## src/mcfc_mul.sv

```systemverilog
// Two-stage unsigned multiplier: four registered partial products, then a registered sum.
// Standalone; no package use.
module mcfc_mul #(
  parameter int AW = 48,
  parameter int BW = 32
) (
  input  logic            clk,
  input  logic            en,
  input  logic [AW-1:0]   a,
  input  logic [BW-1:0]   b,
  output logic [AW+BW-1:0] p
);

  localparam int AL = (AW + 1) / 2;
  localparam int AH = AW - AL;
  localparam int BL = (BW + 1) / 2;
  localparam int BH = BW - BL;
  localparam int PW = AW + BW;

  logic [AL+BL-1:0] pp_ll_r;
  logic [AH+BL-1:0] pp_hl_r;
  logic [AL+BH-1:0] pp_lh_r;
  logic [AH+BH-1:0] pp_hh_r;
  logic [PW-1:0]    p_r;
  logic [PW-1:0]    p_nxt;

  always_ff @(posedge clk) begin
    if (en) begin
      pp_ll_r <= a[AL-1:0] * b[BL-1:0];
      pp_hl_r <= a[AW-1:AL] * b[BL-1:0];
      pp_lh_r <= a[AL-1:0] * b[BW-1:BL];
      pp_hh_r <= a[AW-1:AL] * b[BW-1:BL];
      p_r     <= p_nxt;
    end
  end

  always_comb begin
    p_nxt = PW'(pp_ll_r)
          + (PW'(pp_hl_r) << AL)
          + (PW'(pp_lh_r) << BL)
          + (PW'(pp_hh_r) << (AL + BL));
  end

  assign p = p_r;

endmodule

```

## config.mk

```make
export PLATFORM = sky130hd
export DESIGN_NAME = mcfc_mul
export DESIGN_NICKNAME = d
export VERILOG_FILES = /design/src/mcfc_mul.sv
export SDC_FILE = /design/constraint.sdc
export NUM_CORES = 2
export LEC_CHECK = 0
export ABC_CLOCK_PERIOD_IN_PS = 7710
export BUFFER_PORTS_ARGS = -buffer_cell sky130_fd_sc_hd__buf_2
export CORE_MARGIN = 2
export CORE_UTILIZATION = 35
export DETAILED_ROUTE_END_ITERATION = 16
export PLACE_DENSITY_LB_ADDON = 0.2
export SYNTH_ARGS = -nofsm -noshare
export SYNTH_HDL_FRONTEND = slang
export SYNTH_SLANG_ARGS = --single-unit
```

## constraint.sdc

```tcl
create_clock -name clk -period 7.71 [get_ports clk]
set_input_delay 1.9275 -clock clk [delete_from_list [all_inputs] [get_ports clk]]
set_output_delay 1.9275 -clock clk [all_outputs]
set_load 0.05 [all_outputs]
```

Word-level counts from Yosys, hierarchy flattened
Cells that the tools add are included.
- add/sub/neg operators: 3
- $mul: 4
- divide/modulo/power cells: 0
- $lt $le $gt $ge: 0
- equality and inequality tests: 0
- shift operators: 0
- multiplexer cells: 0
- bitwise logic cells: 0
- reductions and logical operators: 0
- operators by type and width (kind ; number):
    $mul 24x16->40 ; 4
    $add 66x80->80 ; 1
    $add 65x56->66 ; 1
    $add 40x64->65 ; 1
- bits in registers: 240
- bits in latches: 0
- memory bits (writable): 0
- bits in read-only memories: 0
- input bits: 82
- output and inout port bits: 80
- word-level logic and storage cells: 12
- memories kept: 0

Depth between registers and ports, before layout
- depth after elaboration: 3
- depth in mapped cells: 26
- mapped depth without buffers: 24

Least setup slack after synthesis
Ideal clock, no wire load.
- path kind: input-to-reg
- from: input b[17]
- to: register pp_lh_r[38] (data pin)
- library setup time: 0.265 ns
- data arrival time: 7.807 ns
- required time: 7.445 ns
- setup slack: -0.362 ns
- cell stages on the path: 26
- path buffers: 3
- path through: clkbuf_1 > clkbuf_1 > nand2_1 > fa_1 > inv_1 > fa_1 > inv_1 > fa_1 > inv_1 > fa_1 > fa_1 > inv_1 > fa_1 > inv_1 > ha_1 > clkbuf_1 > a21o_1 > a211o_1 > a21oi_1 > o21bai_1 > a211oi_1 > o21a_1 > o2111a_1 > o21ai_0 > o21ai_0 > xor2_1
- cells in the longest elaborated chain, start to end: 1
- ends and longest elaborated chain (element ; RTL line ; source):
    start, declared ; 10 ; input logic [BW-1:0] b,
    $mul 24x16->40 ; 31 ; pp_lh_r <= a[AL-1:0] * b[BW-1:BL];
    end signal, assigned ; 31 ;
    end, declared ; 22 ; logic [AL+BH-1:0] pp_lh_r;
Every way passes these cells.
A chain may end at the register's enable or synchronous reset.

Worst setup path in the final report
- from: input b[13]
- to: register pp_hl_r[38] (data pin)
- cells in the longest elaborated chain, start to end: 1
- ends and longest elaborated chain (element ; RTL line ; source):
    $mul 24x16->40 ; 30 ; pp_hl_r <= a[AW-1:AL] * b[BL-1:0];
    end signal, assigned ; 30 ;
    end, declared ; 21 ; logic [AH+BL-1:0] pp_hl_r;
Every way passes these cells.

==> results list <==
- Buffer and inverter count on the worst path: 7
- CTS Root Buffer Type: clkbuf_16
- Launch instance of the worst register-to-register path: pp_ll_r[39]
- The worst pin sits at a relative slew slack of 0.388.
- TritonCTS built the clock tree.
- Top flip-flop cell by instance count after synthesis: edfxtp_1
- Post-synthesis simple-gate area fraction: 0.154
- STA classifies the critical path endpoint as a register.
* Syn. warnings: 0
* Initial antenna violation count: 20
- Pins Over Slew Limit: 0
- Leading cell types in the layout, fill and taps excluded: 1391 x inv_1, 1253 x fa_1, 1002 x nand2_1
* Cell occurring most often along the worst timing path: fa_1
- On the critical path the largest part of the delay comes from adder cells.
- Core Footprint: 0.171 mm²
- The later pin in the worst-skew pair is clocked with a latency of 0.60 ns.
* CTS clk-pin slew, worst paths: 0.07 ns
- In this run, post-CTS hold repair placed 0 buffers.
- Counting the fill cells in the layout gives 17000.
* Area of the die: 0.175 mm²
- The share of synthesized area in the top cell type comes to 0.419.
- The endpoint identified for the worst register-to-register timing path is p[75].
- Vias per Instance: 4.79
- The via count of the first global-routing pass came to 48300.
* Hold Path Class: reg -> reg
- Netlist cell types: 81
- Counting cells, the worst reg-to-reg path comes to 11.
- During I/O placement, the number of pins put on the boundary was 162.
- In this run, synthesis produced a sequential element count of 240.
* Routed via count: 44700
- Sink Count: 240
- The floorplan step set the die width to 418 µm.
* 1st-pass router iterations: 6
- After legalization and detailed placement, the total HPWL measured 155000 µm.
- Commonest non-fill, non-tap cell in the layout: inv_1
- Worst-Margin Slew: 0.918 ns
* Crit share post-route: 0.983
* Max-cap violations: 0
- In the post-synthesis netlist, the biggest area contributors are fa_1 42%, edfxtp_1 12%, ha_1 11%, inv_1 8.7%, and2_1 6.7%.
* Critical path class: in -> reg
- The first global-routing pass estimated 286000 µm of wire.
- Hold is met by 0.416 ns.
- Time the final worst path needs with I/O delays and setup: 7.58 ns
- After detailed routing, the average wire length per cell comes to 19.6 µm.
- Hold Path Stages: 0
- Complex-gate fraction of the synthesized area: 0.0623
* GRT Total Usage: 0.214
* Clock buffer depth: 3
- Number of flops mapped to enable cells by yosys: 240
- Total number of placement rows: 152
* Required arrival time at the worst endpoint: 8.06 ns
- The flow ran to the end, and the final reports show no timing, DRC or antenna violations.
- Worst Hold End: p[0]
* Adder-cell share of the synthesized area: 0.525
- The H-tree was split into 2 levels.
* Port Buffer Count: 161
- The number of nets in the synthesized netlist is 8289.
- Highest achievable clock rate: 132 MHz
- In the final layout, the share of cells above drive strength 1 is 0.153.
- For flop-to-flop paths, the worst setup slack is 3.06 ns.
* Total global routing overflow: 0
* Number of hold violations in the final report: 0
* Delay of the slowest cell on the worst path: 0.57 ns
- Vertical extent of the die: 418 µm
* Final design utilization: 0.414
- For this configuration, the core starts out at a cell density of 0.351.
- At the end of routability-driven placement, the weighted congestion stood at 0.896.
* Main combinational cell family by area after synthesis: adder cells
* Sum of negative setup slack: 0 ns
- Synth async-reset ratio: 0
- Startpoint of the most critical hold path: pp_ll_r[0]
- Final-stage net count: 8922
- Once detail routing completed, the nets flagged for antenna violations numbered 0.
- Signal arrival time at the worst endpoint: 7.93 ns
* Startpoint types: input port
* Post-synthesis to final-layout area growth: 18.0%
- Count of mapped cells out of synthesis: 6438
* Multiplexer fraction of the synthesized cell area: 0.000167
- Number of design rule violations left after detail routing: 0
- In the final layout, flip-flops and latches occupy 0.00721 mm².
- Post-synthesis sequential area ratio: 0.120
* Post-Synthesis Mean Instance Area: 9.33 µm²
- Worst clock skew: 0.0321 ns
- Summing all multi-input logic gate instances after layout gives 0.0469 mm².
- Post-synthesis cell area: 0.0601 mm²
- Cell with the largest stage delay on the worst path: fa_1
- In this run the worst path has a maximum fanout of 24.
- The first routing iteration left 2941 violations.
* Largest net degree at the start of global routing: 72
* Synth area leader: fa_1
* Cells after DPL: 9256
* Xor-xnor portion of the synthesized cell area: 0.0294
- Number of buffers created by CTS: 34
- Setup violations remaining at the end of the flow were counted as 0.
- Non-filler cells, final: 9339
- Routed wire length: 183000 µm
## logic make-up (layout without fill, tap and decap cells)
logic type,count (synthesis),after routing
DFF,240,240
other,0,10
buffers and inverters,1732,2390
and+or+nand+nor,1924,1924
muxes,1,1
xor gates and xnor gates,202,202
AOI/OAI and AO/OA,570,570
adders and majority gates,1769,1769
## worst max path at each step
stage                     start          end  slack, ns  cells past startpoint
after floorplan           b[17]  pp_lh_r[38]      -0.10                     26
after global placement    a[33]  pp_hl_r[38]      -0.82                     22
after detailed placement  a[33]  pp_hl_r[38]      -0.90                     22
after CTS                  b[2]  pp_hl_r[36]     -0.006                     24
after global routing       b[1]  pp_ll_r[39]      -0.02                     25
final                     b[13]  pp_hl_r[38]       0.13                     25
## synthesized netlist by cell type (22+ instances only)
cell and count:
and2_1 641, ha_1 512, nor2b_1 22, nand2_1 1002
o21ai_0 81, edfxtp_1 240, nor2_1 90, inv_1 1392
fa_1 1257, xnor2_1 131, nand4_1 26, o21a_1 27
xor2_1 71, o21bai_1 24, a21o_1 126, nor3_1 24
a21oi_1 182, clkbuf_1 331, nand3_1 35
## area by class of cell
| cell class | count | share of cell area |
|---|---|---|
| antenna | 10 | 0.000353 |
| clock inverter | 21 | 0.00284 |
| multi-input combinational | 4466 | 0.661 |
| clock buffer | 40 | 0.0126 |
| sequential | 240 | 0.102 |
| timing repair buffer | 937 | 0.109 |
| tap | 2233 | 0.0394 |
| inverter | 1392 | 0.0737 |
## per-stage QoR
stage / worst slack, ns / instance area, µm²
2_1_floorplan: -0.100 / 60300
3_3_place_gp: -0.822 / 69000
3_5_place_dp: -0.898 / 69000
4_1_cts: -0.00604 / 70100
5_1_grt: -0.0212 / 70900
6_report: 0.129 / 70900
## repair_timing
item	4_1_cts	5_1_grt
setup buffers	0	8
endpoints found under the setup margin	26	44
pin swaps	0	49
gates cloned	0	4
gates resized for setup	20	151
## state kept, by name, indices dropped and copies added, names as in the netlist
name / flops
pp_hh_r: 40
pp_ll_r: 40
p: 80
pp_lh_r: 40
pp_hl_r: 40
## layer usage
metal,track usage,routed length (µm),vias up
li1,-,-,20700
met1,0.298,82600,22700
met2,0.338,81900,1142
met3,0.0399,12600,208
met4,0.0668,5830,0
met5,0,0,-
Power is left out: the tool's default activity adds up to more than one toggle a clock period on the data nets, which glitch-free logic cannot reach.
